[src/hdl/lqs_pkg.sv]
// Package for the linear queue with search: sizes, codes and transfer types.
`timescale 1ns / 1ps

package lqs_pkg;

  localparam int DEPTH = 16;
  localparam int IDXW  = (DEPTH > 1) ? $clog2(DEPTH) : 1;
  localparam int CNTW  = $clog2(DEPTH + 1);
  localparam int SUMW  = (CNTW > 4) ? CNTW : 4;

  typedef enum logic [1:0] {
    KIND_ENQ    = 2'd0,
    KIND_DEQ    = 2'd1,
    KIND_SEARCH = 2'd2,
    KIND_NONE   = 2'd3
  } kind_t;

  typedef enum logic [2:0] {
    ST_ENQUEUED = 3'd0,
    ST_FULL     = 3'd1,
    ST_DEQUEUED = 3'd2,
    ST_EMPTY    = 3'd3,
    ST_FOUND    = 3'd4,
    ST_NOTFOUND = 3'd5
  } status_t;

  typedef struct packed {
    kind_t              kind;
    logic signed [31:0] value;
  } in_item_t;

  typedef struct packed {
    status_t            status;
    logic signed [31:0] data_out;
    logic [3:0]         found_slot;
  } out_item_t;

  typedef enum logic [1:0] {
    CELL_HOLD   = 2'd0,
    CELL_WRITE  = 2'd1,
    CELL_ROTATE = 2'd2
  } cell_op_t;

  typedef struct packed {
    cell_op_t           op;
    logic [IDXW-1:0]    pos;
    logic signed [31:0] wdata;
  } cell_ctrl_t;

  typedef enum logic {
    S_IDLE   = 1'b0,
    S_SEARCH = 1'b1
  } state_t;

endpackage

[src/hdl/lqs_cell.sv]
// One storage cell of the queue chain.
`timescale 1ns / 1ps

module lqs_cell (
  input  logic                     clk,
  input  lqs_pkg::cell_ctrl_t      ctrl,
  input  logic [lqs_pkg::IDXW-1:0] my_idx,
  input  logic signed [31:0]       next_data,
  input  logic signed [31:0]       head_data,
  output logic signed [31:0]       data_q
);
  import lqs_pkg::*;

  logic signed [31:0] data_r;
  logic signed [31:0] data_nxt;

  // A rotate moves every entry one cell toward the head; the cell at the
  // tail position takes the old head, which also serves a plain dequeue.
  always_comb begin
    data_nxt = data_r;
    case (ctrl.op)
      CELL_WRITE: begin
        if (my_idx == ctrl.pos) data_nxt = ctrl.wdata;
      end
      CELL_ROTATE: begin
        data_nxt = (my_idx == ctrl.pos) ? head_data : next_data;
      end
      default: data_nxt = data_r;
    endcase
  end

  always_ff @(posedge clk) begin
    data_r <= data_nxt;
  end

  assign data_q = data_r;

endmodule

[src/hdl/lqs_ctrl.sv]
// Queue control: pointers, search sequencer and output register.
`timescale 1ns / 1ps

module lqs_ctrl (
  input  logic                 clk,
  input  logic                 rst_n,
  input  logic                 in_valid,
  output logic                 in_stall,
  input  lqs_pkg::in_item_t    in_data,
  output logic                 out_valid,
  input  logic                 out_stall,
  output lqs_pkg::out_item_t   out_data,
  input  logic signed [31:0]   head_data,
  output lqs_pkg::cell_ctrl_t  cell_ctrl
);
  import lqs_pkg::*;

  state_t             state_r, state_nxt;
  logic [CNTW-1:0]    base_r, base_nxt;
  logic [CNTW-1:0]    cnt_r, cnt_nxt;
  logic [CNTW-1:0]    rot_r, rot_nxt;
  logic signed [31:0] key_r, key_nxt;
  logic               found_r, found_nxt;
  logic [3:0]         slot_r, slot_nxt;
  logic               out_valid_r, out_valid_nxt;
  out_item_t          out_r, out_nxt;

  logic               accept;
  logic               load;
  logic               hit;
  logic [CNTW-1:0]    cnt_m1;
  logic [CNTW:0]      fill_sum;
  logic [SUMW-1:0]    abs_sum;
  logic [3:0]         slot_now;

  assign in_stall = (state_r != S_IDLE) || (out_valid_r && out_stall);
  assign accept   = in_valid && !in_stall;
  assign cnt_m1   = cnt_r - 1'b1;
  assign fill_sum = {1'b0, base_r} + {1'b0, cnt_r};
  assign abs_sum  = SUMW'(base_r) + SUMW'(rot_r);
  assign slot_now = abs_sum[3:0];
  assign hit      = (head_data == key_r) && !found_r;

  always_comb begin
    state_nxt       = state_r;
    base_nxt        = base_r;
    cnt_nxt         = cnt_r;
    rot_nxt         = rot_r;
    key_nxt         = key_r;
    found_nxt       = found_r;
    slot_nxt        = slot_r;
    load            = 1'b0;
    out_nxt         = out_r;
    cell_ctrl.op    = CELL_HOLD;
    cell_ctrl.pos   = cnt_m1[IDXW-1:0];
    cell_ctrl.wdata = in_data.value;

    unique case (state_r)
      S_IDLE: begin
        if (accept) begin
          unique case (in_data.kind)
            KIND_ENQ: begin
              load = 1'b1;
              out_nxt = '{status: ST_ENQUEUED, data_out: '0, found_slot: '0};
              if (fill_sum == (CNTW+1)'(DEPTH)) begin
                out_nxt.status = ST_FULL;
              end else begin
                cell_ctrl.op  = CELL_WRITE;
                cell_ctrl.pos = cnt_r[IDXW-1:0];
                cnt_nxt       = cnt_r + 1'b1;
              end
            end
            KIND_DEQ: begin
              load = 1'b1;
              out_nxt = '{status: ST_EMPTY, data_out: '0, found_slot: '0};
              if (cnt_r != '0) begin
                out_nxt.status   = ST_DEQUEUED;
                out_nxt.data_out = head_data;
                cell_ctrl.op     = CELL_ROTATE;
                // The last entry leaving returns both pointers to empty.
                if (cnt_r == CNTW'(1)) begin
                  base_nxt = '0;
                  cnt_nxt  = '0;
                end else begin
                  base_nxt = base_r + 1'b1;
                  cnt_nxt  = cnt_m1;
                end
              end
            end
            KIND_SEARCH: begin
              if (cnt_r == '0) begin
                load = 1'b1;
                out_nxt = '{status: ST_NOTFOUND, data_out: '0, found_slot: '0};
              end else begin
                key_nxt   = in_data.value;
                rot_nxt   = '0;
                found_nxt = 1'b0;
                state_nxt = S_SEARCH;
              end
            end
            default: begin
            end
          endcase
        end
      end
      S_SEARCH: begin
        // The queue turns once past the head comparator, so it ends in its
        // original order.
        cell_ctrl.op = CELL_ROTATE;
        rot_nxt      = rot_r + 1'b1;
        if (hit) begin
          found_nxt = 1'b1;
          slot_nxt  = slot_now;
        end
        if (rot_r == cnt_m1) begin
          load      = 1'b1;
          state_nxt = S_IDLE;
          out_nxt   = '{status: ST_NOTFOUND, data_out: '0, found_slot: '0};
          if (found_r) begin
            out_nxt.status     = ST_FOUND;
            out_nxt.found_slot = slot_r;
          end else if (hit) begin
            out_nxt.status     = ST_FOUND;
            out_nxt.found_slot = slot_now;
          end
        end
      end
      default: state_nxt = S_IDLE;
    endcase

    if (load) begin
      out_valid_nxt = 1'b1;
    end else if (out_valid_r && !out_stall) begin
      out_valid_nxt = 1'b0;
    end else begin
      out_valid_nxt = out_valid_r;
    end
  end

  always_ff @(posedge clk) begin
    if (!rst_n) begin
      state_r     <= S_IDLE;
      base_r      <= '0;
      cnt_r       <= '0;
      rot_r       <= '0;
      found_r     <= 1'b0;
      out_valid_r <= 1'b0;
    end else begin
      state_r     <= state_nxt;
      base_r      <= base_nxt;
      cnt_r       <= cnt_nxt;
      rot_r       <= rot_nxt;
      found_r     <= found_nxt;
      out_valid_r <= out_valid_nxt;
    end
  end

  always_ff @(posedge clk) begin
    key_r  <= key_nxt;
    slot_r <= slot_nxt;
    if (load) out_r <= out_nxt;
  end

  assign out_valid = out_valid_r;
  assign out_data  = out_r;

endmodule

[src/hdl/linear_queue_with_search.sv]
// Top level of the linear queue with search: control plus the cell chain.
`timescale 1ns / 1ps

// Usage:
//   Requests arrive on the in_ channel (valid/stall) as {kind, value}:
//   enqueue, dequeue or search. Kind three is taken and dropped silently.
//   Each other request yields one result on the out_ channel as
//   {status, data_out, found_slot}, held in an output register.
//   For enqueue and dequeue the result is valid the cycle after the transfer,
//   and the next request may follow at once unless a result waits under out_stall.
//   A search on a queue holding N entries turns the entries once through the
//   chain after the transfer, past the comparator at the head cell, one entry
//   per cycle, so the cost is set by the queue fill.
//   On an empty queue the search result is valid the cycle after the transfer.
//   in_stall is high for the whole turn.
//   A result waiting under out_stall blocks only the next request; the
//   request is taken in the cycle the waiting result transfers.
//   Reset empties the queue and drops any pending result. No clearing pass
//   is needed: slot contents are never read before they are written.
module linear_queue_with_search (
  input  logic                clk,
  input  logic                rst_n,
  input  logic                in_valid,
  output logic                in_stall,
  input  lqs_pkg::in_item_t   in_data,
  output logic                out_valid,
  input  logic                out_stall,
  output lqs_pkg::out_item_t  out_data
);
  import lqs_pkg::*;

  cell_ctrl_t         cell_ctrl;
  logic signed [31:0] cell_data [DEPTH];

  lqs_ctrl u_ctrl (
    .clk       (clk),
    .rst_n     (rst_n),
    .in_valid  (in_valid),
    .in_stall  (in_stall),
    .in_data   (in_data),
    .out_valid (out_valid),
    .out_stall (out_stall),
    .out_data  (out_data),
    .head_data (cell_data[0]),
    .cell_ctrl (cell_ctrl)
  );

  for (genvar i = 0; i < DEPTH; i++) begin : g_cell
    logic signed [31:0] next_data;

    if (i == DEPTH - 1) begin : g_tail
      assign next_data = cell_data[0];
    end else begin : g_mid
      assign next_data = cell_data[i+1];
    end

    lqs_cell u_cell (
      .clk       (clk),
      .ctrl      (cell_ctrl),
      .my_idx    (IDXW'(i)),
      .next_data (next_data),
      .head_data (cell_data[0]),
      .data_q    (cell_data[i])
    );
  end

endmodule

[config.mk]
export PLATFORM = sky130hd
export DESIGN_NAME = linear_queue_with_search
export DESIGN_NICKNAME = d
export VERILOG_FILES = /design/src/hdl/lqs_pkg.sv /design/src/hdl/lqs_cell.sv /design/src/hdl/lqs_ctrl.sv /design/src/hdl/linear_queue_with_search.sv
export SDC_FILE = /design/constraint.sdc
export NUM_CORES = 1
export LEC_CHECK = 0
export BUFFER_PORTS_ARGS = -buffer_cell sky130_fd_sc_hd__buf_4
export CORE_UTILIZATION = 42
export DETAILED_ROUTE_END_ITERATION = 16
export SLEW_MARGIN = 20
export SYNTH_ARGS = -nofsm -noshare
export SYNTH_HDL_FRONTEND = slang
export SYNTH_SLANG_ARGS = --single-unit
[constraint.sdc]
create_clock -name clk -period 7.9 [get_ports clk]
set_input_delay 1.185 -clock clk [delete_from_list [all_inputs] [get_ports clk]]
set_output_delay 1.185 -clock clk [all_outputs]
set_load 0.05 [all_outputs]
==> flow_summary.toml <==
[critical_path]
critical_path.max_stage_delay_ns = 0.81
cp-end-kind = "register"
worst_ep_arrival_time_ns = 5.79
cp_slowest_cell = "dfxtp_1"
critical_path_required_ns = 8.17
buffers_plus_inverters_on_the_worst_setup_path = 2
critical_path.max_fanout = 25
start_kind = "register"
worstPathCellList = "ha_1, fa_1, a2111o_1, o2111ai_4, o31ai_4, buf_4, ha_1, nor2b_1, a31o_2, buf_4"
criticalPathCategory = "reg -> reg"
cp_top_family = "compound AO/OA/AOI/OAI gates"

[logic_synthesis]
synth_ff_type = "edfxtp_1"
post_synth_main_area_contributors = "edfxtp_1 59%, a31oi_1 9.4%, nand2_1 6.8%, nand3_1 4.0%, o21ai_0 3.4%"
postSynthRegisterBits = 605
syn_inst = 2800
async_reset_ff_share_pct = 0
postSynthNetCount = 2860
ys_seq_area_share_pct = 60.23
syn_area_mm2 = 0.02986
synth-warning-count = 0
synth.avg_cell_area_um2 = 10.67
top_cell_type_by_total_area_after_synthesis = "edfxtp_1"
synthDominantCellAreaShare_pct = 59.03
synthDistinctLibCells = 65
synth-edff-count = 587

[clock_tree]
path_clk_slew_ns = 0.06
cts_setup_buffers = 0
clock_sink_count = 605
clock_tree.htree_level_count = 3
ctsResizeCount = 0
cts_root_buffer = "clkbuf_16"
cts.hold.buffers_added = 0
cts_tree = "built"
cts_inserted_buffers = 69
clk-insertion-delay-late_ns = 0.62
cts.path.max_buffers = 3

[sta]
timing_max_transition_violations_final = 0
worst_skew_ns = 0.02470
layout_min_cycle_time_ns = 5.519
finalSetupTns_ns = 0
timing.final.hold_violations = 0
achievable-frequency_mhz = 181.2
final-setup-viol-count = 0
hold_ws_ns = 0.4960
tightest_slew_ns = 1.152
grt_setup_unrepaired = "false"
fin_crit_sh_pct = 69.86
slew_headroom_pct = 23.20

[drt]
drtPass1Iterations = 6
initialDrtViolationCount = 2970
num_vias = 23260
ant_nets = 0
top_layer = "met5"
dr_wl_met3_mm = 9.424
route.detailed.drc = 0
drt-vias-per-instance = 6.346
wl_met1_mm = 38.50
met2RoutedLength_mm = 43.56
routed_wirelength_mm = 94.98
avgRoutedWirePerCell_um = 25.91

[grt]
first_global_vias = 22310
globalRouteTotalUtil_pct = 26.26
grt_start_max_net_pins = 184
grt_pass1_wl_mm = 142.5
globalRoute.totalOverflow = 0
number_of_antenna_violations_at_the_first_check_in_global_routing = 1

[finish]
finish.instance_area_mm2 = 0.03293
nets = 2733
post_route_cells_drive_above_1_share_pct = 11.04
syn2layout_area_growth_pct = 10.27
n_antenna_cell = 0
layout.cells.non_filler = 3666

[placement]
placer_congestion_estimate = 0.8480
place_hpwl_mm = 51.04
place.port_buffers = 78
dpl_cell_area_mm2 = 0.03060
placed_cells = 3542

[worst_hold_path]
hold_path_class = "reg -> reg"

[pwr]
vdd_drop_max_mv = 0.1843
cellPowerDensity_mw_per_mm2 = 261.4
design_power_total_mw = 8.608
total_leakage_power_nw = 10.89

[floorplanning]
floorplan.rows = 97
dieHeight_um = 268.6
die_area_mm2 = 0.07217
io_pins = 79
placeableCoreArea_mm2 = 0.07015
dieWidth_um = 268.6
initial_utilization_pct = 42.57

[flow_run]
cap_violations = 0

[outcome]
outcome = "completed"
[per-layer routing]
layer | vias up | track usage, %
met5 | - | 0
met4 | 2 | 9.828
met3 | 211 | 4.612
met2 | 1357 | 40.78
met1 | 11560 | 36.75
li1 | 10140 | -
[cell type report]
class                           instances  area, µm²
Clock buffer                           82       1892
Clock inverter                         42      427.9
Fill cell                            6454      37220
Inverter                               17      63.81
Multi-Input combinational cell       1852      10390
Sequential cell                       605      17990
Tap cell                              940       1176
Timing Repair Buffer                  128      993.5
[synth_stat cells (all sizes together) (6+ instances only)]
master,number
nor3,6
nor2b,6
mux2i,14
a21oi,21
nand2,539
clkbuf,195
or2,6
nand3,238
mux2,13
a31o,9
inv,17
nand4,7
nor4,8
buf,131
ha,20
a31oi,450
and2,36
xor2,40
nor2,55
edfxtp,587
xnor2,6
dfxtp,18
o21ai,267
nand2b,34
or3b,32
[power by group]
group | total [mW] | switching, mW | internal (mW)
sequential | 3.97 | 0.146 | 3.82
combinational | 1.30 | 1.00 | 0.303
clock | 3.34 | 1.36 | 1.97
[through the flow]
step | util, % | setup slack [ns]
6_report | 46.94 | 2.381
5_1_grt | 46.94 | 2.166
4_1_cts | 46.93 | 2.303
3_5_place_dp | 43.62 | 2.169
3_3_place_gp | 43.55 | 2.337
2_1_floorplan | - | 1.694
[worst paths after layout]
path / cells past startpoint / slack, ns / startpoint / end
worst max-delay path: 10 / 2.38 / u_ctrl.cnt_r[0]$_SDFFE_PN0P_ / g_cell[5].u_cell.data_q[4]$_DFFE_PP_
worst min-delay path: 2 / 0.50 / u_ctrl.rot_r[4]$_SDFFE_PN0P_ / u_ctrl.rot_r[4]$_SDFFE_PN0P_
worst max register to register: 10 / 2.38 / u_ctrl.cnt_r[0]$_SDFFE_PN0P_ / g_cell[5].u_cell.data_q[4]$_DFFE_PP_
worst min register to register: 2 / 0.50 / u_ctrl.rot_r[4]$_SDFFE_PN0P_ / u_ctrl.rot_r[4]$_SDFFE_PN0P_
[flip-flops by register name, summed over array words and instances, names as in the netlist]
name and flops:
g_cell.u_cell.data_q 512, u_ctrl.out_valid 1, u_ctrl.slot_r 4, u_ctrl.cnt_r 5, u_ctrl.rot_r 5, u_ctrl.key_r 32, u_ctrl.out_data 39, u_ctrl.base_r 5
u_ctrl.state_r 1, u_ctrl.found_r 1
[worst reg2reg max path, cell delays in order (launching register included)]
cell,delay [ns]
dfxtp_1,0.81
ha_1,0.31
fa_1,0.43
a2111o_1,0.46
o2111ai_4,0.29
o31ai_4,0.12
buf_4,0.32
ha_1,0.67
nor2b_1,0.68
a31o_2,0.63
buf_4,0.47
[cells in the final DEF (no fill, tap or decap), types with 6 or more instances in the layout]
cell       count
a31oi_1      450
xnor2_1        6
clkbuf_1       7
a21oi_4        8
ha_1          19
clkinv_2      14
mux2_2         7
inv_1         16
mux2i_4       12
clkbuf_16     74
nand2_1      538
nor4_1         8
edfxtp_1     587
xor2_1        40
buf_4        126
nand3_1      237
nor2b_1        6
a21oi_1       13
bufinv_16      8
dfxtp_1       18
clkinv_1      15
nor2_1        50
mux2_4         6
nand4_1        7
a31o_2         7
or3b_1        27
o21ai_1       63
nand2b_1      34
and2_1        36
o21ai_0      204
[cells by family after synthesis]
kind of cell	after synthesis	synth area share (%)
AND/OR/NAND/NOR	983	14.97
AO/OA/AOI/OAI	774	15.48
flip-flops	605	60.23
buffers and inverters	343	5.644
XOR/XNOR	46	1.349
multiplexers	27	1.353
adder cells (fa/ha/maj)	22	0.9721
Power figures use the tool's default switching activity.
